**src/ckvt_pkg.sv**
```systemverilog
// Shared types and constants for the compacting key/value table.
// No dependencies; imported by every other module of the block.
`timescale 1ns / 1ps

package ckvt_pkg;

  localparam int unsigned EntriesDef   = 64;
  localparam int unsigned ValueBitsDef = 32;

  localparam int unsigned KeyBits   = 32;
  localparam int unsigned DataBits  = 32;
  localparam int unsigned CountBits = 7;

  typedef enum logic [1:0] {
    OP_ADD    = 2'd0,
    OP_REMOVE = 2'd1,
    OP_LOOKUP = 2'd2
  } ckvt_op_e;

  typedef enum logic [1:0] {
    ST_OK      = 2'd0,
    ST_FULL    = 2'd1,
    ST_DUP     = 2'd2,
    ST_MISSING = 2'd3
  } ckvt_status_e;

  typedef enum logic [2:0] {
    S_IDLE,
    S_SEARCH,
    S_SHIFT,
    S_APPEND,
    S_DONE
  } ckvt_state_e;

  typedef struct packed {
    logic        [1:0]          operation;
    logic signed [KeyBits-1:0]  key;
    logic        [DataBits-1:0] value;
  } ckvt_req_t;

  typedef struct packed {
    ckvt_status_e               status;
    logic        [DataBits-1:0] found_value;
    logic       [CountBits-1:0] entry_count;
  } ckvt_rsp_t;

endpackage

```
**src/ckvt_mem.sv**
```systemverilog
// Entry storage: one key plus one value per slot, one write and one read port.
// Read data is registered. Depends on ckvt_pkg.
`timescale 1ns / 1ps

module ckvt_mem
  import ckvt_pkg::*;
#(
  parameter int unsigned ENTRIES    = EntriesDef,
  parameter int unsigned VALUE_BITS = ValueBitsDef,
  localparam int unsigned AW = (ENTRIES > 1) ? $clog2(ENTRIES) : 1,
  localparam int unsigned DW = KeyBits + VALUE_BITS
) (
  input  logic          clk_i,
  input  logic          wr_en_i,
  input  logic [AW-1:0] wr_addr_i,
  input  logic [DW-1:0] wr_data_i,
  input  logic          rd_en_i,
  input  logic [AW-1:0] rd_addr_i,
  output logic [DW-1:0] rd_data_o
);

  logic [DW-1:0] mem_q [ENTRIES];
  logic [DW-1:0] rd_data_q;

  always_ff @(posedge clk_i) begin
    if (wr_en_i) begin
      mem_q[wr_addr_i] <= wr_data_i;
    end
  end

  always_ff @(posedge clk_i) begin
    if (rd_en_i) begin
      rd_data_q <= mem_q[rd_addr_i];
    end
  end

  assign rd_data_o = rd_data_q;

endmodule

```
**config.mk**
```make
export PLATFORM = sky130hd
export DESIGN_NAME = ckvt_mem
export DESIGN_NICKNAME = d
export VERILOG_FILES = /design/src/ckvt_pkg.sv /design/src/ckvt_mem.sv
export SDC_FILE = /design/constraint.sdc
export NUM_CORES = 2
export LEC_CHECK = 0
export BUFFER_PORTS_ARGS = -buffer_cell sky130_fd_sc_hd__buf_2
export CAP_MARGIN = 10
export CORE_MARGIN = 2
export CORE_UTILIZATION = 60
export DETAILED_ROUTE_END_ITERATION = 7
export PLACE_DENSITY = 0.76
export SLEW_MARGIN = 25
export SYNTH_ARGS = -nofsm -noshare
export SYNTH_HDL_FRONTEND = slang
export SYNTH_SLANG_ARGS = --single-unit
```
**constraint.sdc**
```tcl
create_clock -name clk_i -period 13.2 [get_ports clk_i]
set_clock_uncertainty 0.2 [all_clocks]
set_input_delay 2.64 -clock clk_i [delete_from_list [all_inputs] [get_ports clk_i]]
set_output_delay 2.64 -clock clk_i [all_outputs]
set_load 0.01 [all_outputs]
```
After elaboration in Yosys (flattened, before gate mapping)
Memory sizes are Yosys's and may differ from the RTL's. A register that Yosys moved wholly into a read port is not among the register bits. Index checks and enable logic that the tools add are counted.

Memories: 1. Input port bits: 79. Word-level logic and storage cells: 3. Register bits after elaboration: 0. Output and inout port bits: 64. Memory bits (writable): 4096.

Muxes and demuxes: 2.

Memories: mem_q (words 64, bits a word 64, read ports 1, clocked after memory_dff 1, wr ports 1, line ckvt_mem.sv:22) `logic [DW-1:0] mem_q [ENTRIES];`.

Operators by type and width (number): $mux 1 (2).

Depth between registers and ports, before layout
Depth after elaboration: 2. Mapped depth: 9. Gate-level depth less buffers: 5.

Worst setup path before layout
Ideal clock, no wire load.

Path type: in2reg. Start point: input wr_addr_i[3]. End point: memory mem_q[48][0] (netlist bit) (enable). Cell stages on the path: 4. Library setup time: 0.564 ns. Arrival: 7.512 ns. Slack: 4.924 ns. Path buffers: 1. Data required time: 12.436 ns. Path through: clkbuf_1 > nor2b_1 > nand4b_1 > nor3_1.

RTL lines: start: declaration (line ckvt_mem.sv:15) `input logic [AW-1:0] wr_addr_i,`; end: declaration (line ckvt_mem.sv:22).

Straight into the memory's write port.

==> impl_metrics.env <==
export IMPL_rows=187
export IMPL_pwr_share_comb=0.045
export IMPL_rsz0062_at_grt="false"
export IMPL_die_h_um=516
export IMPL_synthArstFlopShare=0
export IMPL_synthCells=6598
export IMPL_yosys_warnings=0
export IMPL_p_leak_nw=54.6
export IMPL_synth_area_top_cells="edfxtp_1, mux4_2, mux2i_1, a22oi_1, buf_2"
export IMPL_cts_tree="done"
export IMPL_cts_buffers=394
export IMPL_drcViolationCount=0
export IMPL_slew_headroom=0.181
export IMPL_die_w_um=516
export IMPL_slowest_delay_ns=0.94
export IMPL_status="completed"
export IMPL_gr_total_overflow=0
export IMPL_drt_vias_per_instance=7.32
export IMPL_worstPathCellList="buf_8, buf_4, buf_4, nand2b_1, buf_4, o221ai_1, o22ai_1, and3_1"
export IMPL_worstSkewPairLatency_ns=1.01
export IMPL_drtIter0Drc=13946
export IMPL_synth_fa_ha_area_frac=0
export IMPL_ys_seq_elements=4160
export IMPL_ys_types=32
export IMPL_clk_pin_slew_worst_paths_ns=0.06
export IMPL_final_seq_area_sq_mm=0.125
export IMPL_drt_pass1_iterations=6
export IMPL_core_region_area_sq_mm=0.260
export IMPL_finalMaxSlewViolations=0
export IMPL_h_tree_depth=5
export IMPL_synth_compound_area_frac=0.0247
export IMPL_yosys_top_cells_count="edfxtp_1, mux4_2, buf_2, a22oi_1, clkbuf_1"
export IMPL_antenna_found_initial=44
export IMPL_grt_pass1_vias=79098
export IMPL_area_growth_pct=11.9
export IMPL_io_buffers=142
export IMPL_ant_nets=0
export IMPL_clkSinkCount=4160
export IMPL_pwr_share_clk=0.411
export IMPL_synth_top_flop_cell="edfxtp_1"
export IMPL_seqPwrFrac=0.543
export IMPL_syn_avg_cell_area_sq_um=23.8
export IMPL_internal_power_mw=21.5
export IMPL_start_kind="input pin"
export IMPL_place_gp_congestion=0.799
export IMPL_syn_num_nets=6677
export IMPL_synth_xor_area_share=0
export IMPL_drt_wl_total_mm=442
export IMPL_setup_tns_final_ns=0
export IMPL_tightest_slew_ns=1.23
export IMPL_peakVddDrop_v=0.000197
export IMPL_cap_violations=0
export IMPL_holdCritStartpoint="mem_q[45][34]"
export IMPL_cts_root_buf="clkbuf_16"
export IMPL_power_switching_mw=5.62
export IMPL_hold_path_class="register to register"
export IMPL_fmax_mhz=167
export IMPL_cp_required_ns=13.85
export IMPL_worstPathMaxFanout=64
export IMPL_synth_edf_count=4160
export IMPL_drive_above_1_share=0.276
export IMPL_grt_max_degree=129
export IMPL_post_cts_resize_count=0
export IMPL_fillers=14965
export IMPL_ys_seq_area_frac=0.796
export IMPL_yosysTopAreaCellShare=0.796
export IMPL_yosysMostFrequentCell="edfxtp_1"
export IMPL_netlist_area_sq_mm=0.157
export IMPL_muxShareOfSynthArea=0.156
export IMPL_grt_pass1_wl_mm=613
export IMPL_wl_per_cell_um=40.9
export IMPL_multi_input_area_sq_mm=0.0308
export IMPL_io_pins=143
export IMPL_clockBufferDepth=4
export IMPL_path_common_cell="buf_4"
export IMPL_synth_area_leader_cell="edfxtp_1"
export IMPL_holdWs_ns=0.731
export IMPL_postCtsSetupBuffers=0
export IMPL_cts_hold_buf=0
export IMPL_crit_reg2reg_launch="mem_q[13][50]"
export IMPL_worstRegToRegCells=5
export IMPL_hpwl_mm=216
export IMPL_cp_slowest_cell="buf_4"
export IMPL_path_class="input pin to register"
export IMPL_hold_viol_final=0
export IMPL_vias=79033
export IMPL_initial_utilization=0.604
export IMPL_timing_final_crit_period_ns=6.00
export IMPL_r2r_slack_ns=10.63
export IMPL_reg2reg_to="rd_data_o[50]"
export IMPL_sw_frac_of_total=0.208
export IMPL_power_density_mw_per_mm2=154
export IMPL_synth_simple_area_share=0.0123
export IMPL_worst_ep_arrival_time_ns=6.66
export IMPL_timing_final_setup_violations=0
export IMPL_die_area_sq_mm=0.266
export IMPL_layout_nets=7060
export IMPL_cp_startpoint="rd_addr_i[2]"
export IMPL_grt_use_total=0.336
export IMPL_fin_crit_sh=0.455
export IMPL_synth_top_family_by_area="multiplexers"
export IMPL_crit_end="rd_data_o[26]"
export IMPL_worst_setup_path_end_kind="register"
logic make-up after synthesis:
logic type             after synthesis
flip-flops                        4160
multiplexers                      1159
AO/OA/AOI/OAI                      504
buffers and inverters              389
AND/OR/NAND/NOR                    386
registers in the layout, indices dropped and copies added, names as in the netlist:
signal     cells
mem_q       4096
rd_data_o     64
power groups by stage:
stage                     logic [mW]  clock network [mW]  registers (mW)
after CTS                       1.20                11.2            14.7
after floorplan                0.682                   0            15.0
after global routing            1.28                11.6            14.7
after detailed placement        1.18                   0            15.0
final                           1.23                11.1            14.7
after global placement          1.15                   0            15.0
per-layer routing:
layer / vias up / GRT usage / part of all wire
li1: 29283 / - / -
met1: 41185 / 0.444 / 0.32
met2: 7136 / 0.524 / 0.48
met3: 1403 / 0.0944 / 0.15
met4: 26 / 0.162 / 0.056
met5: - / 0 / 0.00038
worst min path at each step:
stage / slack, ns / to / cells past startpoint
CTS: 0.73 / rd_data_o[63] / 4
global placement: 0.68 / rd_data_o[34] / 4
detailed placement: 0.69 / rd_data_o[34] / 4
finish: 0.73 / rd_data_o[34] / 4
floorplan: 0.66 / rd_data_o[61] / 4
global route: 0.77 / rd_data_o[34] / 4
layout make-up:
type | count | area share
Sequential cell | 4160 | 0.711
Multi-Input combinational cell | 2049 | 0.175
Clock buffer | 472 | 0.0585
Tap cell | 3496 | 0.0249
Timing Repair Buffer | 357 | 0.0169
Clock inverter | 226 | 0.0125
Inverter | 19 | 0.000406
Antenna cell | 21 | 0.000299
worst max-delay path, delay by kind of cell:
kind                   cells  cell delay (ns)
buffers and inverters      4             2.47
AND/OR/NAND/NOR            2             0.80
AO/OA/AOI/OAI              2             0.61
metrics by stage:
stage	power, mW	cells	setup WS (ns)	util	cell area [sq um]
floorplan	15.6	6598	4.92	-	157000
global placement	16.1	10058	6.30	0.625	162000
detailed placement	16.2	10070	6.25	0.626	163000
CTS	27.1	10768	7.27	0.674	175000
global route	27.6	10789	7.02	0.676	176000
finish	27.1	10800	7.20	0.676	176000
layout by cell type, fill, tap and decap left out, types with 72 or more instances in the layout:
master / synthesis / layout
mux2i_1: 135 / 135
a22o_1: 88 / 88
edfxtp_1: 4160 / 4160
clkbuf_1: 140 / 72
a22oi_1: 168 / 168
clkbuf_16: 0 / 400
buf_2: 170 / 102
clkinv_1: 0 / 102
buf_4: 34 / 214
o22ai_1: 83 / 83
mux4_2: 1024 / 1024
No activity file was read; power rests on OpenSTA's default activity.
