File: config.mk
export PLATFORM = sky130hd
export DESIGN_NAME = ckvt_ctrl
export DESIGN_NICKNAME = d
export VERILOG_FILES = /design/src/ckvt_pkg.sv /design/src/ckvt_ctrl.sv
export SDC_FILE = /design/constraint.sdc
export NUM_CORES = 1
export LEC_CHECK = 0
export BUFFER_PORTS_ARGS = -buffer_cell sky130_fd_sc_hd__buf_2
export CORE_ASPECT_RATIO = 0.5
export CORE_UTILIZATION = 45
export CTS_CLUSTER_DIAMETER = 40
export DETAILED_ROUTE_END_ITERATION = 10
export PLACE_DENSITY_LB_ADDON = 0.05
export SYNTH_ARGS = -nofsm -noshare
export SYNTH_HDL_FRONTEND = slang
export SYNTH_SLANG_ARGS = --single-unit
File: constraint.sdc
create_clock -name clk_i -period 7.2 [get_ports clk_i]
set_clock_uncertainty 0.2 [all_clocks]
set_input_delay 1.08 -clock clk_i [delete_from_list [all_inputs] [get_ports clk_i]]
set_output_delay 1.08 -clock clk_i [all_outputs]
set_load 0.02 [all_outputs]
File: src/ckvt_pkg.sv
// Shared types and constants for the compacting key/value table.
// No dependencies; imported by every other module of the block.
`timescale 1ns / 1ps

package ckvt_pkg;

  localparam int unsigned EntriesDef   = 64;
  localparam int unsigned ValueBitsDef = 32;

  localparam int unsigned KeyBits   = 32;
  localparam int unsigned DataBits  = 32;
  localparam int unsigned CountBits = 7;

  typedef enum logic [1:0] {
    OP_ADD    = 2'd0,
    OP_REMOVE = 2'd1,
    OP_LOOKUP = 2'd2
  } ckvt_op_e;

  typedef enum logic [1:0] {
    ST_OK      = 2'd0,
    ST_FULL    = 2'd1,
    ST_DUP     = 2'd2,
    ST_MISSING = 2'd3
  } ckvt_status_e;

  typedef enum logic [2:0] {
    S_IDLE,
    S_SEARCH,
    S_SHIFT,
    S_APPEND,
    S_DONE
  } ckvt_state_e;

  typedef struct packed {
    logic        [1:0]          operation;
    logic signed [KeyBits-1:0]  key;
    logic        [DataBits-1:0] value;
  } ckvt_req_t;

  typedef struct packed {
    ckvt_status_e               status;
    logic        [DataBits-1:0] found_value;
    logic       [CountBits-1:0] entry_count;
  } ckvt_rsp_t;

endpackage

File: src/ckvt_ctrl.sv
// Sequencer: linear key search with one shared key comparator, then append,
// shift-down on remove, or value readout. Depends on ckvt_pkg.
`timescale 1ns / 1ps

module ckvt_ctrl
  import ckvt_pkg::*;
#(
  parameter int unsigned ENTRIES    = EntriesDef,
  parameter int unsigned VALUE_BITS = ValueBitsDef,
  localparam int unsigned AW = (ENTRIES > 1) ? $clog2(ENTRIES) : 1,
  localparam int unsigned DW = KeyBits + VALUE_BITS
) (
  input  logic          clk_i,
  input  logic          rst_ni,
  input  logic          in_valid_i,
  input  ckvt_req_t     in_req_i,
  output logic          in_stall_o,
  output logic          res_valid_o,
  output ckvt_rsp_t     res_o,
  input  logic          res_ready_i,
  output logic          wr_en_o,
  output logic [AW-1:0] wr_addr_o,
  output logic [DW-1:0] wr_data_o,
  output logic          rd_en_o,
  output logic [AW-1:0] rd_addr_o,
  input  logic [DW-1:0] rd_data_i
);

  localparam int unsigned CW = $clog2(ENTRIES + 1);
  localparam int unsigned IW = CW + 1;

  ckvt_state_e          state_q, state_d;
  ckvt_req_t            req_q, req_d;
  logic        [AW-1:0] idx_q, idx_d;
  logic        [CW-1:0] count_q, count_d;
  ckvt_status_e         status_q, status_d;
  logic  [DataBits-1:0] found_q, found_d;

  logic        [IW-1:0] idx_p1, idx_p2, count_ext;
  logic [KeyBits-1:0]    rd_key;
  logic [VALUE_BITS-1:0] rd_val;
  logic                  key_hit, more_p1, more_p2, op_known;

  assign idx_p1    = IW'(idx_q) + IW'(1);
  assign idx_p2    = IW'(idx_q) + IW'(2);
  assign count_ext = IW'(count_q);
  assign more_p1   = idx_p1 < count_ext;
  assign more_p2   = idx_p2 < count_ext;

  assign rd_key  = rd_data_i[DW-1 -: KeyBits];
  assign rd_val  = rd_data_i[VALUE_BITS-1:0];
  // the shared comparator
  assign key_hit = (rd_key == req_q.key);

  assign op_known = (in_req_i.operation == OP_ADD) ||
                    (in_req_i.operation == OP_REMOVE) ||
                    (in_req_i.operation == OP_LOOKUP);

  always_ff @(posedge clk_i or negedge rst_ni) begin
    if (!rst_ni) begin
      state_q <= S_IDLE;
      count_q <= '0;
    end else begin
      state_q <= state_d;
      count_q <= count_d;
    end
  end

  always_ff @(posedge clk_i) begin
    req_q    <= req_d;
    idx_q    <= idx_d;
    status_q <= status_d;
    found_q  <= found_d;
  end

  always_comb begin
    state_d   = state_q;
    req_d     = req_q;
    idx_d     = idx_q;
    count_d   = count_q;
    status_d  = status_q;
    found_d   = found_q;
    wr_en_o   = 1'b0;
    wr_addr_o = idx_q;
    wr_data_o = rd_data_i;
    rd_en_o   = 1'b0;
    rd_addr_o = idx_p1[AW-1:0];
    res_valid_o = 1'b0;

    unique case (state_q)
      S_IDLE: begin
        if (in_valid_i) begin
          req_d    = in_req_i;
          idx_d    = '0;
          found_d  = '0;
          status_d = ST_OK;
          priority if (!op_known) begin
            state_d = S_DONE;
          end else if (in_req_i.operation == OP_ADD && count_q >= CW'(ENTRIES)) begin
            status_d = ST_FULL;
            state_d  = S_DONE;
          end else if (count_q == '0) begin
            if (in_req_i.operation == OP_ADD) begin
              state_d = S_APPEND;
            end else begin
              status_d = ST_MISSING;
              state_d  = S_DONE;
            end
          end else begin
            rd_en_o   = 1'b1;
            rd_addr_o = '0;
            state_d   = S_SEARCH;
          end
        end
      end

      // read data holds slot idx_q; slot idx_q+1 is fetched alongside
      S_SEARCH: begin
        if (key_hit) begin
          unique case (req_q.operation)
            OP_ADD: begin
              status_d = ST_DUP;
              state_d  = S_DONE;
            end
            OP_LOOKUP: begin
              found_d = DataBits'(64'(rd_val));
              state_d = S_DONE;
            end
            OP_REMOVE: begin
              if (more_p1) begin
                rd_en_o = 1'b1;
                state_d = S_SHIFT;
              end else begin
                count_d = count_q - CW'(1);
                state_d = S_DONE;
              end
            end
            default: state_d = S_DONE;
          endcase
        end else if (more_p1) begin
          rd_en_o = 1'b1;
          idx_d   = idx_p1[AW-1:0];
        end else if (req_q.operation == OP_ADD) begin
          state_d = S_APPEND;
        end else begin
          status_d = ST_MISSING;
          state_d  = S_DONE;
        end
      end

      // read data holds slot idx_q+1; move it down to idx_q
      S_SHIFT: begin
        wr_en_o = 1'b1;
        if (more_p2) begin
          rd_en_o   = 1'b1;
          rd_addr_o = idx_p2[AW-1:0];
          idx_d     = idx_p1[AW-1:0];
        end else begin
          count_d = count_q - CW'(1);
          state_d = S_DONE;
        end
      end

      S_APPEND: begin
        wr_en_o   = 1'b1;
        wr_addr_o = count_q[AW-1:0];
        wr_data_o = {req_q.key, VALUE_BITS'(64'(req_q.value))};
        count_d   = count_q + CW'(1);
        state_d   = S_DONE;
      end

      S_DONE: begin
        res_valid_o = 1'b1;
        if (res_ready_i) begin
          state_d = S_IDLE;
        end
      end

      default: state_d = S_IDLE;
    endcase
  end

  assign in_stall_o        = (state_q != S_IDLE);
  assign res_o.status      = status_q;
  assign res_o.found_value = found_q;
  assign res_o.entry_count = CountBits'(count_q);

  a_count_bound: assert property (@(posedge clk_i) disable iff (!rst_ni)
    count_q <= CW'(ENTRIES))
    else $error("entry count above table size");

  a_write_states: assert property (@(posedge clk_i) disable iff (!rst_ni)
    wr_en_o |-> (state_q == S_SHIFT || state_q == S_APPEND))
    else $error("table write outside shift or append");

  a_count_moves_late: assert property (@(posedge clk_i) disable iff (!rst_ni)
    !$stable(count_q) |-> state_q == S_DONE)
    else $error("entry count changed before result");

  a_accept_busy: assert property (@(posedge clk_i) disable iff (!rst_ni)
    (in_valid_i && !in_stall_o) |=> state_q != S_IDLE)
    else $error("request taken but sequencer stayed idle");

endmodule

==> Yosys cells after proc, flatten, opt, wreduce, memory -nomap -nowiden <==
Cells that the tools add are included.
{ "op_classes": {"add_sub_neg": 4, "n_lt_le_gt_ge": 3, "eq_ne": 22, "mux": 56, "reduce_logical": 18} }
{ "op_table": {"columns": ["op", "count"], "rows": [
  ["32-bit two-way mux", 3],
  ["64-bit two-way mux", 1],
  ["32-bit case mux with 2 select lines", 1],
  ["6-bit two-way mux", 10],
  ["3-bit two-way mux", 12],
  ["32-bit equality test", 1],
  ["7-bit two-way mux", 4],
  ["7-bit case mux with 3 select lines", 1],
  ["2-bit two-way mux", 9],
  ["6-bit case mux with 3 select lines", 1],
  ["2-bit != test, second input constant", 8],
  ["3-bit case mux with 5 select lines", 1],
  ["5-bit AND reduction", 3],
  ["7-bit less-than comparator", 2],
  ["6-bit case mux with 2 select lines", 1],
  ["1-bit two-way mux", 10],
  ["3-bit != test, second input constant", 3],
  ["3-bit nonzero test", 3],
  ["4-bit AND reduction", 2],
  ["6-bit by 1-bit adder with 7-bit output, second input constant", 1],
  ["6-bit by 2-bit adder with 7-bit output, second input constant", 1],
  ["7-bit by 1-bit adder with 7-bit output, second input constant", 1],
  ["7-bit >= comparator, second input constant", 1],
  ["7-bit zero test", 1],
  ["16 further kinds", 22]
]} }
{ "totals": {"ff_bits": 116, "input_bits": 134, "out_inout_bits": 121} }

==> Logic depth before layout (Yosys ltp) <==
Gate-level depths: netlist of run 1.
{ "depth": {"word_depth": 7, "mapped_depth": 14, "ltp_nobuf": 12} }

==> Worst setup path before layout of run 1 <==
No wires, ideal clock.
{ "synth_path": {"path_type": "in2reg", "start": "input in_valid_i", "end": "register found_q[0], enable pin", "setup_time_ps": 432, "arrival_ps": 5693, "required_ps": 6568, "setup_slack_ps": 875, "cell_stages": 4, "path_buffers": 0, "cell_sequence": "inv_1 > nor2_1 > a31oi_1 > a21oi_1"} }
{ "synth_between": {"elab_chain_len": 2} }
{ "synth_rtl": {"columns": ["element", "line_no", "rtl"], "rows": [
  ["start, declared", "ckvt_ctrl.sv:15", "input logic in_valid_i,"],
  ["2-bit != test (no line)", null, null],
  ["4-bit AND reduction (no line)", null, null],
  ["end signal, assigned", "ckvt_ctrl.sv:73", "found_q <= found_d;"],
  ["end, declared", "ckvt_ctrl.sv:37", "logic [DataBits-1:0] found_q, found_d;"]
]} }
No other way between the ends.
A chain may end at the register's enable or synchronous reset.

==> Final worst setup path of run 1 <==
{ "layout_path": {"start": "register idx_q[0]", "end": "output rd_en_o"} }
{ "layout_between": {"elab_chain_len": 6, "elab_cells_between_ends": 9, "classes_between": "add/sub: 2; order compare: 2; mux: 5"} }
{ "layout_rtl": {"columns": ["element", "line_no", "rtl"], "rows": [
  ["start, declared", "ckvt_ctrl.sv:34", "logic [AW-1:0] idx_q, idx_d;"],
  ["start signal, assigned", "ckvt_ctrl.sv:71", "idx_q <= idx_d;"],
  ["6-bit by 1-bit adder with 7-bit output *", "ckvt_ctrl.sv:44", "assign idx_p1 = IW'(idx_q) + IW'(1);"],
  ["named net idx_p1[4]", "ckvt_ctrl.sv:39", "logic [IW-1:0] idx_p1, idx_p2, count_ext;"],
  ["7-bit less-than comparator *", "ckvt_ctrl.sv:47", "assign more_p1 = idx_p1 < count_ext;"],
  ["1-bit two-way mux *", "ckvt_ctrl.sv:130, ckvt_ctrl.sv:140", null],
  ["1-bit two-way mux", "ckvt_ctrl.sv:120", "unique case (req_q.operation)"],
  ["1-bit two-way mux *", "ckvt_ctrl.sv:119", "if (key_hit) begin"],
  ["1-bit case mux with 3 select lines *", "ckvt_ctrl.sv:90", "unique case (state_q)"],
  ["end, declared", "ckvt_ctrl.sv:24", "output logic rd_en_o,"]
]} }
The timed path passes the listed nets; every way through them passes the cells marked *.

==> impl_metrics.sql, run 1 <==
INSERT INTO impl_metrics (metric_group, metric, value, unit) VALUES
('logic_synthesis', 'synth.most_common_cell', 'edfxtp_1', ''),
('setup_path', 'critical_path.startpoint', 'idx_q[0]', ''),
('logic_synthesis', 'netlist_top_cells_count', 'edfxtp_1 (106), mux2_2 (65), xor2_1 (41)', ''),
('routing', 'num_vias', '4510', ''),
('pwr', 'cellLeakagePower', '3.558', 'nW'),
('logic_synthesis', 'ys_seq_area_share', '56.52', '%'),
('cts', 'clk_pin_slew_worst_paths', '0.06', 'ns'),
('timing', 'hold_slack', '0.3387', 'ns'),
('cts', 'deepest_level_of_the_cts_h_tree', '4', ''),
('setup_path', 'setup.worst_path.class', 'flip-flop to output pin', ''),
('logic_synthesis', 'post_synth_instance_area', '0.006075', 'mm2'),
('logic_synthesis', 'synth_largest_area_cell', 'edfxtp_1', ''),
('setup_path', 'critical_path.cell_chain', 'ha_1, nand3_1, xor2_1, inv_1, ha_1, or4_1, nor2_1, o2bb2ai_2, nand2_1, o21ai_0, buf_2', ''),
('setup_path', 'critical_path_required', '5.92', 'ns'),
('die', 'row_count', '29', ''),
('global_routing', 'track_usage', '21.61', '%'),
('setup_path', 'cp_slowest_cell', 'edfxtp_1', ''),
('setup_path', 'setup.worst_path.end', 'rd_en_o', ''),
('die', 'core_region_area', '0.01292', 'mm2'),
('cts', 'cts_hold_repair.buffers', '0', ''),
('timing', 'setup_viol', '0', ''),
('layout', 'finalInstanceArea', '0.008114', 'mm2'),
('job', 'timing.max_cap.violations', '0', ''),
('cts', 'cts_repair_resize_count', '0', ''),
('logic_synthesis', 'synth_ff_type', 'edfxtp_1', ''),
('routing', 'post_drt_via_cell_ratio', '5.017', ''),
('timing', 'fmaxAchievable', '0.2179', 'GHz'),
('global_routing', 'grt_first_pass_wirelength', '22.76', 'mm'),
('setup_path', 'reg2reg_slack', '3.09', 'ns'),
('timing', 'period_share', '63.74', '%'),
('placed_design', 'io_buffers', '254', ''),
('layout', 'final_instance_count_without_filler_cells', '899', ''),
('status', 'outcome', 'finished, violations left', ''),
('cts', 'worst_skew_pair.late_latency', '0.40', 'ns'),
('setup_path', 'worst_path_most_repeated_cell', 'ha_1', ''),
('logic_synthesis', 'synth_xor_area_share', '6.777', '%'),
('logic_synthesis', 'synth-compound-area-share', '5.808', '%'),
('global_routing', 'grt_overflow_total', '0', ''),
('setup_path', 'depth_of_the_most_critical_reg_to_reg_path', '11', ''),
('logic_synthesis', 'yosys_warnings', '0', ''),
('cts', 'max_root_sink_buffers', '2', ''),
('timing', 'setup-tns-final', '0', 'ns'),
('placed_design', 'gp_congestion', '0.8498', ''),
('routing', 'drt_pass1_iterations', '8', ''),
('routing', 'detailedRoute.firstIterationViolations', '254', ''),
('logic_synthesis', 'synth-seq-cells', '116', ''),
('logic_synthesis', 'yosys.area_share.adder', '4.243', '%'),
('routing', 'drcViolationCount', '7', ''),
('cts', 'cts_num_sinks', '116', ''),
('logic_synthesis', 'syn_nets', '613', ''),
('timing', 'final_period_minus_worst_setup_slack', '4.589', 'ns'),
('logic_synthesis', 'yosys.area_share.simple', '11.14', '%'),
('pwr', 'ir_worst_vdd', '0.1324', 'mV'),
('status', 'violated_checks', 'DRC', ''),
('routing', 'drt.antenna.violating_nets', '0', ''),
('die', 'initial_core_util', '47.03', '%'),
('setup_path', 'worst_ep_arrival_time', '3.31', 'ns'),
('setup_path', 'critical_path.startpoint_type', 'flip-flop', ''),
('logic_synthesis', 'synth.lib_cells_used.distinct', '49', ''),
('die', 'die_y', '84.16', 'um'),
('routing', 'route.detailed.wl_per_inst', '16.91', 'um'),
('die', 'design.die.area', '0.01400', 'mm2'),
('placed_design', 'place_inst', '868', ''),
('logic_synthesis', 'postSynth.asyncResetShare', '8.621', '%'),
('hold_path', 'timing.hold.worst.class', 'primary input to async pin', ''),
('pwr', 'powerDensity', '347.9', 'mW/mm2'),
('pwr', 'p_total', '2.823', 'mW'),
('setup_path', 'cp_max_fo', '9', ''),
('routing', 'drt_wl_total', '15.20', 'mm'),
('logic_synthesis', 'synth_mux_area_share', '13.29', '%'),
('global_routing', 'grt_start_max_net_pins', '83', '');
[sequential cells by signal, indices dropped and copies added, names as in the netlist]
signal	count
count_q	7
found_q	32
idx_q	6
req_q	66
state_q	3
status_q	2
[worst min-delay path by stage]
stage,from,slack [ns],end,cells past startpoint
after floorplan,idx_q[0],0.46,idx_q[0],1
after global routing,rst_ni,0.34,count_q[3],1
after global placement,count_q[2],0.45,count_q[2],2
after CTS,rst_ni,0.34,count_q[3],1
after detailed placement,count_q[2],0.46,count_q[2],2
final,rst_ni,0.34,count_q[3],1
[layout make-up]
type / instances / area (um2)
sequential: 116 / 3433
tap: 170 / 212.7
clock buffer: 17 / 425.4
multi-input combinational: 308 / 2537
fill: 1077 / 4803
inverter: 18 / 67.56
timing repair buffer: 256 / 1286
clock inverter: 14 / 151.4
[where the power goes]
part	total [mW]	internal (mW)	switching, mW	leakage [nW]
Clock	0.825	0.510	0.315	0.269
Combinational	0.908	0.322	0.586	2.17
Sequential	1.09	0.978	0.112	1.12
[worst max-delay path: cells and delay by family, from the launching register on]
kind / cells / cell delay (ns)
AOI/OAI and AO/OA: 2 / 0.38
xor gates and xnor gates: 1 / 0.29
adders and majority gates: 2 / 0.51
buffers and inverters: 2 / 0.28
DFF: 1 / 0.55
and+or+nand+nor: 4 / 0.90
[layer usage]
layer	up-vias	global-route usage, %	share of wire (%)	routed length [um]
li1	2212	-	-	-
met5	-	0	0.086	13
met3	20	8.109	7.2	1098
met1	2143	23.58	40	6012
met4	2	8.081	1.3	194
met2	133	38.78	52	7882
[cells by family after synthesis]
family / Yosys count
fa+ha+maj: 20
xor+xnor: 47
simple gates: 114
buf+inv: 35
mux: 72
flops: 116
compound gates: 55
[per-stage QoR]
stage / util [%] / worst slack [ns]
floorplan: - / 0.8750
global placement: 58.35 / 2.841
detailed placement: 58.35 / 2.801
CTS: 62.81 / 2.616
global route: 62.81 / 2.445
finish: 62.81 / 2.611
[layout by cell type (no fill, tap or decap), types with 4 or more instances in the layout]
master,n
nand4_1,5
o211ai_1,4
o21ai_0,17
mux2i_1,6
nand2_1,20
buf_2,254
mux2_2,65
inv_6,4
clkinvlp_4,5
nor4_2,7
xnor2_1,6
edfxtp_1,106
clkbuf_16,17
a31oi_1,5
nor2_1,20
inv_1,18
nand3_1,5
dfrtp_1,10
and2_1,34
xor2_1,41
ha_1,19
a21oi_1,9
No activity file was read; power rests on OpenSTA's default activity.
==> run 2, diff against run 1 <==
Settings changed: ABC_AREA set to 1, CORE_UTILIZATION 45 to 44.
Clock period 7.2 ns to 4 ns, I/O delays scaled along.
==> run 2 against run 1 <==
  * The flow now finishes without violations
  * Cell count up 22%
  * Utilization decreased by 1.9 points
  * Design area is 2.3% higher
  * Clock power rose by 87%
  * Critical path type unchanged
  * Largest cell class unchanged
==> impl_metrics.sql, run 2 <==
INSERT INTO impl_metrics (metric_group, metric, value, unit) VALUES
('pwr', 'p_total', '6.566', 'mW'),
('setup_path', 'critical_path.startpoint_type', 'flip-flop', ''),
('setup_path', 'path_buf_inv', '2', ''),
('setup_path', 'cp_slowest_stage_delay', '0.42', 'ns'),
('cts', 'deepest_level_of_the_cts_h_tree', '4', ''),
('pwr', 'cellLeakagePower', '4.013', 'nW'),
('global_routing', 'track_usage', '22.36', '%'),
('cts', 'clock_tree_from_tritoncts', 'yes', ''),
('setup_path', 'setup.worst_path.class', 'flip-flop to output pin', ''),
('placed_design', 'detailed_place_hpwl', '11.65', 'mm'),
('setup_path', 'reg2reg_slack', '1.02', 'ns'),
('timing', 'fmaxAchievable', '0.2638', 'GHz'),
('cts', 'worst_skew_pair.late_latency', '0.41', 'ns'),
('cts', 'clockRootBuffer', 'clkbuf_16', ''),
('hold_path', 'timing.hold.worst.class', 'primary input to flip-flop', ''),
('routing', 'drt.antenna.violating_nets', '0', ''),
('timing', 'setup-tns-final', '0', 'ns'),
('routing', 'route.detailed.wl_per_inst', '14.35', 'um'),
('setup_path', 'worst_ep_arrival_time', '2.99', 'ns'),
('timing', 'final_period_minus_worst_setup_slack', '3.791', 'ns'),
('job', 'timing.max_cap.violations', '0', ''),
('placed_design', 'io_buffers', '254', ''),
('logic_synthesis', 'post_synth_instance_area', '0.006166', 'mm2'),
('timing', 'slew_headroom', '38.68', '%'),
('timing', 'final_max_slew_viol_count', '0', ''),
('routing', 'num_vias', '5143', ''),
('placed_design', 'gp_congestion', '0.8759', ''),
('layout', 'post_route_cells_drive_above_1_share', '38.17', '%'),
('layout', 'most_common_library_cell_in_the_layout_ignoring_fill_and_taps', 'buf_2', ''),
('die', 'initial_core_util', '45.25', '%'),
('timing', 'finalWorstSetupSlack', '0.2094', 'ns'),
('setup_path', 'depth_of_the_most_critical_reg_to_reg_path', '14', ''),
('layout', 'fin_nets', '1050', ''),
('setup_path', 'critical_path.cell_chain', 'ha_2, nand2_1, nor2_2, xor2_2, inv_1, ha_1, nand2_1, nor2_1, a211oi_2, nand3b_1, nand2_2, o22ai_1, buf_2', ''),
('layout', 'regMostFlops', 'req_q', ''),
('logic_synthesis', 'ys_seq_area_share', '55.68', '%'),
('timing', 'tightestPinTransition', '0.9198', 'ns'),
('logic_synthesis', 'syn_nets', '786', ''),
('timing', 'hold_slack', '0.1600', 'ns'),
('setup_path', 'cp_max_fo', '6', ''),
('cts', 'cts_inserted_buffers', '17', ''),
('layout', 'final_cell_mix', 'buf_2 (254), nand2_1 (113), edfxtp_1 (106)', ''),
('routing', 'drt_pass1_iterations', '6', ''),
('pwr', 'ir_worst_vdd', '0.3077', 'mV'),
('placed_design', 'place_inst', '1065', ''),
('setup_path', 'nature_of_the_critical_path_endpoint', 'output pin', ''),
('layout', 'finalCoreUtilization', '60.90', '%'),
('logic_synthesis', 'synth_largest_area_cell', 'edfxtp_1', ''),
('logic_synthesis', 'yosys-top-cells-area', 'edfxtp_1 (52%), nand2_1 (7.0%), nor2_1 (5.7%)', ''),
('die', 'die_x', '169.4', 'um'),
('setup_path', 'worst_path_most_repeated_cell', 'nand2_1', ''),
('cts', 'max_root_sink_buffers', '2', ''),
('cts', 'cts_num_sinks', '116', ''),
('timing', 'setup_viol', '0', ''),
('logic_synthesis', 'synth.lib_cells_used.distinct', '34', ''),
('global_routing', 'grt_start_max_net_pins', '67', ''),
('pwr', 'powerDensity', '791.3', 'mW/mm2'),
('global_routing', 'grt_first_pass_wirelength', '24.63', 'mm'),
('timing', 'period_share', '94.76', '%'),
('die', 'design.die.area', '0.01452', 'mm2'),
('global_routing', 'grt_overflow_total', '0', ''),
('layout', 'insertedDiodeCount', '0', ''),
('logic_synthesis', 'synth.avg_cell_area', '9.756', 'um2'),
('setup_path', 'r2r_path_start', 'idx_q[1]', ''),
('global_routing', 'antenna_found_initial', '1', ''),
('placed_design', 'place_ws', '0.5690', 'ns'),
('logic_synthesis', 'synth_ff_type', 'edfxtp_1', ''),
('setup_path', 'cp_slowest_cell', 'edfxtp_1', ''),
('placed_design', 'dpl_cell_area', '0.007654', 'mm2'),
('logic_synthesis', 'netlist_top_cells_count', 'nand2_1 (115), edfxtp_1 (106), nor2_1 (94)', ''),
('logic_synthesis', 'synth_edf_count', '106', ''),
('routing', 'drt_wl_total', '15.80', 'mm'),
('status', 'outcome', 'finished clean', ''),
('layout', 'finalInstanceArea', '0.008298', 'mm2'),
('routing', 'post_drt_via_cell_ratio', '4.671', ''),
('setup_path', 'critical_path_required', '3.20', 'ns'),
('logic_synthesis', 'postSynth.asyncResetShare', '8.621', '%'),
('logic_synthesis', 'synthDominantCellAreaShare', '51.62', '%'),
('die', 'io_pins', '255', ''),
('layout', 'area_growth_syn_to_layout', '34.58', '%'),
('routing', 'detailedRoute.firstIterationViolations', '273', ''),
('cts', 'clk_pin_slew_worst_paths', '0.06', 'ns'),
('global_routing', 'vias_in_the_first_global_route', '5030', ''),
('timing', 'final_hold_viol_count', '0', ''),
('die', 'core_region_area', '0.01363', 'mm2'),
('routing', 'wl_met1', '6.182', 'mm'),
('die', 'row_count', '30', ''),
('layout', 'final_instance_count_without_filler_cells', '1101', ''),
('routing', 'highest_layer', 'met5', ''),
('layout', 'biggestRegsByFlops', 'req_q (66), found_q (32), count_q (7)', ''),
('setup_path', 'critical_path.startpoint', 'idx_q[1]', ''),
('setup_path', 'worst-path-stages', '13', ''),
('layout', 'largest_reg_flops', '66', ''),
('logic_synthesis', 'synth.most_common_cell', 'nand2_1', ''),
('logic_synthesis', 'synth-seq-cells', '116', ''),
('setup_path', 'setup.worst_path.end', 'rd_addr_o[5]', ''),
('routing', 'routed-wl-met2', '8.175', 'mm'),
('die', 'die_y', '85.71', 'um'),
('routing', 'route.met3.wl', '1.175', 'mm'),
('logic_synthesis', 'yosys_warnings', '0', ''),
('logic_synthesis', 'post_synth_inst_count', '632', ''),
('setup_path', 'crit-reg2reg-capture', 'status_q[0]', ''),
('setup_path', 'worst_path_dominant_cell_family', 'simple AND/OR/NAND/NOR gates', ''),
('routing', 'drcViolationCount', '0', ''),
('layout', 'fillCellCount', '1211', '');
[run 2: worst min-delay path by stage]
stage                             from  depth (start not counted)          to
after floorplan                 rst_ni                          0  count_q[0]
after global placement          rst_ni                          1  count_q[2]
after detailed placement        rst_ni                          1  count_q[2]
after CTS                  in_req_i[8]                          1    req_q[8]
after global routing      in_req_i[13]                          1   req_q[13]
final                      in_req_i[8]                          1    req_q[8]
[run 2: routing by layer]
layer	track usage (%)	up-vias
met4	7.617	2
met1	23.91	2361
li1	-	2606
met3	8.260	24
met2	41.08	150
met5	0	-
[run 2: kinds of logic (layout without fill, tap and decap cells)]
kind of cell	count (synthesis)	after routing	synth area share, %
XOR/XNOR	33	33	4.688
flip-flops	116	116	55.68
multiplexers	21	21	3.835
AND/OR/NAND/NOR	248	248	16.78
AO/OA/AOI/OAI	87	87	7.853
adder cells (fa/ha/maj)	20	20	4.180
buffers and inverters	107	384	6.980
[run 2: layout make-up]
class	count	area [um2]	share of cell area [%]
Multi-Input combinational cell	409	2340	28.20
Clock inverter	14	167.7	2.021
Inverter	89	334.1	4.026
Sequential cell	116	3433	41.38
Tap cell	192	240.2	2.895
Clock buffer	18	429.2	5.172
Timing Repair Buffer	263	1354	16.31
[run 2: power breakdown]
| part | switching [mW] | internal [mW] | leakage (nW) |
|---|---|---|---|
| combinational | 1.94 | 0.949 | 2.59 |
| sequential | 0.216 | 1.92 | 1.13 |
| clock | 0.604 | 0.937 | 0.292 |
| total | 2.76 | 3.80 | 4.01 |
[run 2: worst register-to-register path, stage by stage, from the launching register on]
cell      delay [ns]
edfxtp_1        0.42
ha_2            0.22
nand2_1         0.08
nor2_2          0.17
xor2_2          0.19
o21a_1          0.18
inv_1           0.06
ha_1            0.26
nand2_1         0.06
o21a_1          0.18
nand2_1         0.09
inv_1           0.06
nand3_1         0.14
nand3_1         0.10
a21oi_1         0.26
[run 2: repair_timing]
item,4_1_cts,5_1_grt
hold buffers,1,0
setup endpoints to repair,0,6
gates resized for setup,0,4
buffers inserted,0,3
hold endpoints to repair,10,0
==> run 3, diff against run 2 <==
Settings changed: GPL_TIMING_DRIVEN set to 0, REMOVE_ABC_BUFFERS set to 1.
==> run 3 against run 2 <==
  * Sequential share of layout area shrank 0.062 points
  * Non-clock buffer count unchanged
  * Utilization is 0.092 points higher
  * Highest routed layer unchanged
  * Sequential power about the same
==> impl_metrics.sql, run 3 (synthesis results as in run 2) <==
INSERT INTO impl_metrics (metric_group, metric, value, unit) VALUES
('routing', 'detailedRoute.firstIterationViolations', '284', ''),
('setup_path', 'reg2reg_slack', '0.63', 'ns'),
('cts', 'clk_pin_slew_worst_paths', '0.06', 'ns'),
('setup_path', 'depth_of_the_most_critical_reg_to_reg_path', '13', ''),
('layout', 'most_common_library_cell_in_the_layout_ignoring_fill_and_taps', 'buf_2', ''),
('timing', 'tightestPinTransition', '0.9220', 'ns'),
('routing', 'drt_pass1_iterations', '4', ''),
('die', 'row_count', '30', ''),
('setup_path', 'crit-reg2reg-capture', 'idx_q[5]', ''),
('routing', 'num_vias', '5102', ''),
('die', 'initial_core_util', '45.25', '%'),
('layout', 'fin_nets', '1050', ''),
('layout', 'biggestRegsByFlops', 'req_q (66), found_q (32), count_q (7)', ''),
('placed_design', 'gp_congestion', '0.8996', ''),
('global_routing', 'antenna_found_initial', '2', ''),
('cts', 'max_root_sink_buffers', '2', ''),
('layout', 'final_cell_mix', 'buf_2 (254), nand2_1 (113), edfxtp_1 (106)', ''),
('cts', 'clock_tree_from_tritoncts', 'yes', ''),
('die', 'io_pins', '255', ''),
('die', 'design.die.area', '0.01452', 'mm2'),
('routing', 'route.detailed.wl_per_inst', '13.93', 'um'),
('setup_path', 'r2r_path_start', 'idx_q[2]', ''),
('timing', 'finalWorstSetupSlack', '0.2017', 'ns'),
('timing', 'fmaxAchievable', '0.2633', 'GHz'),
('layout', 'finalInstanceArea', '0.008310', 'mm2'),
('setup_path', 'critical_path.startpoint_type', 'flip-flop', ''),
('setup_path', 'cp_max_fo', '6', ''),
('timing', 'final_hold_viol_count', '0', ''),
('pwr', 'powerDensity', '785.5', 'mW/mm2'),
('cts', 'cts_num_sinks', '116', ''),
('hold_path', 'worstHoldEndpoint', 'req_q[38]', ''),
('timing', 'period_share', '94.96', '%'),
('placed_design', 'detailed_place_hpwl', '11.40', 'mm'),
('placed_design', 'dpl_cell_area', '0.007699', 'mm2'),
('global_routing', 'grt_first_pass_wirelength', '23.47', 'mm'),
('status', 'outcome', 'finished clean', ''),
('cts', 'worst_skew_pair.late_latency', '0.41', 'ns'),
('die', 'die_y', '85.71', 'um'),
('setup_path', 'setup.worst_path.class', 'flip-flop to output pin', ''),
('pwr', 'ir_worst_vdd', '0.2915', 'mV'),
('routing', 'drt.antenna.violating_nets', '0', ''),
('routing', 'drt_wl_total', '15.31', 'mm'),
('timing', 'final_max_slew_viol_count', '0', ''),
('die', 'core_region_area', '0.01363', 'mm2'),
('setup_path', 'worst_ep_arrival_time', '3.00', 'ns'),
('cts', 'clockRootBuffer', 'clkbuf_16', ''),
('hold_path', 'timing.hold.worst.class', 'primary input to flip-flop', ''),
('routing', 'post_drt_via_cell_ratio', '4.642', ''),
('layout', 'post_route_cells_drive_above_1_share', '37.38', '%'),
('pwr', 'cellLeakagePower', '4.013', 'nW'),
('timing', 'slew_headroom', '38.06', '%'),
('setup_path', 'critical_path_required', '3.20', 'ns'),
('cts', 'deepest_level_of_the_cts_h_tree', '4', ''),
('hold_path', 'hold_path_startpoint', 'in_req_i[38]', ''),
('layout', 'largest_reg_flops', '66', ''),
('timing', 'setup_viol', '0', ''),
('job', 'timing.max_cap.violations', '0', ''),
('die', 'die_x', '169.4', 'um'),
('layout', 'regMostFlops', 'req_q', ''),
('global_routing', 'grt_overflow_total', '0', ''),
('timing', 'final_period_minus_worst_setup_slack', '3.798', 'ns'),
('setup_path', 'nature_of_the_critical_path_endpoint', 'output pin', ''),
('placed_design', 'place_ws', '0.4348', 'ns'),
('global_routing', 'grt_start_max_net_pins', '93', ''),
('cts', 'cts_inserted_buffers', '17', ''),
('layout', 'area_growth_syn_to_layout', '34.78', '%'),
('layout', 'insertedDiodeCount', '0', ''),
('routing', 'drcViolationCount', '0', ''),
('placed_design', 'io_buffers', '254', ''),
('global_routing', 'track_usage', '21.42', '%'),
('hold_path', 'min_delay_path_depth', '1', ''),
('global_routing', 'vias_in_the_first_global_route', '4751', '');
run 3: changes by cell type in the layout (fill, tap and decap cells not counted), sizes merged:
cell,before,now
clkinv,6,7
clkinvlp,0,2
bufinv,2,3
inv,95,89
run 3: layout make-up:
class / count / area (um2)
Fill cell: 1237 / 5315
Clock inverter: 12 / 140.1
Sequential cell: 116 / 3433
Inverter: 89 / 334.1
Multi-Input combinational cell: 409 / 2327
Clock buffer: 18 / 429.2
Tap cell: 192 / 240.2
Timing Repair Buffer: 263 / 1406
run 3: worst max-delay path by stage:
stage | startpoint | slack, ns | cells after the start | end
after floorplan | state_q[2] | -1.32 | 8 | rd_addr_o[0]
after global placement | state_q[2] | -3.46 | 9 | rd_addr_o[5]
after detailed placement | idx_q[1] | 0.43 | 13 | rd_addr_o[5]
after CTS | idx_q[1] | 0.06 | 13 | rd_addr_o[5]
after global routing | idx_q[2] | -0.003 | 13 | rd_addr_o[5]
final | idx_q[2] | 0.20 | 13 | rd_addr_o[5]
run 3: metal layers:
layer	vias up	GRT usage, %	part of all wire (%)
met2	141	38.72	52
li1	2606	-	-
met4	2	7.371	1.7
met1	2332	23.80	40
met3	21	7.291	6.2
met5	-	0	0.052
run 3: report_power, final:
part | switching [mW] | total [mW] | internal [mW]
Combinational | 1.94 | 2.93 | 0.991
Sequential | 0.208 | 2.12 | 1.92
Clock | 0.512 | 1.47 | 0.961
run 3: per-stage QoR:
step	hold WS (ns)	TNS, ns	utilization, %	std cells	total power, mW
4_1_cts	0.1507	0	60.77	1095	6.570
3_5_place_dp	0.2815	0	56.50	1064	5.071
5_1_grt	0.1444	-0.002606	60.99	1099	6.953
6_report	0.1635	0	60.99	1099	6.528
3_3_place_gp	0.2772	-247.82	55.64	1060	4.957
2_1_floorplan	0.1044	-41.70	-	614	4.079
run 3: timing repair:
action                                 CTS  global route
setup buffers                            0             4
setup endpoints to repair                1             7
endpoints found under the hold margin   10             0
hold buffers                             1             0
pin swaps                                0             3
gates resized for setup                  1             0
run 3: critical path: stages (launching register included):
cell,delay [ns]
edfxtp_1,0.43
ha_1,0.24
nand2_1,0.11
nor2_1,0.05
xor2_1,0.24
inv_1,0.08
ha_1,0.27
nand2_1,0.09
nor2_1,0.05
a211oi_2,0.24
nand3b_1,0.26
nand2_2,0.23
o22ai_1,0.12
buf_2,0.18
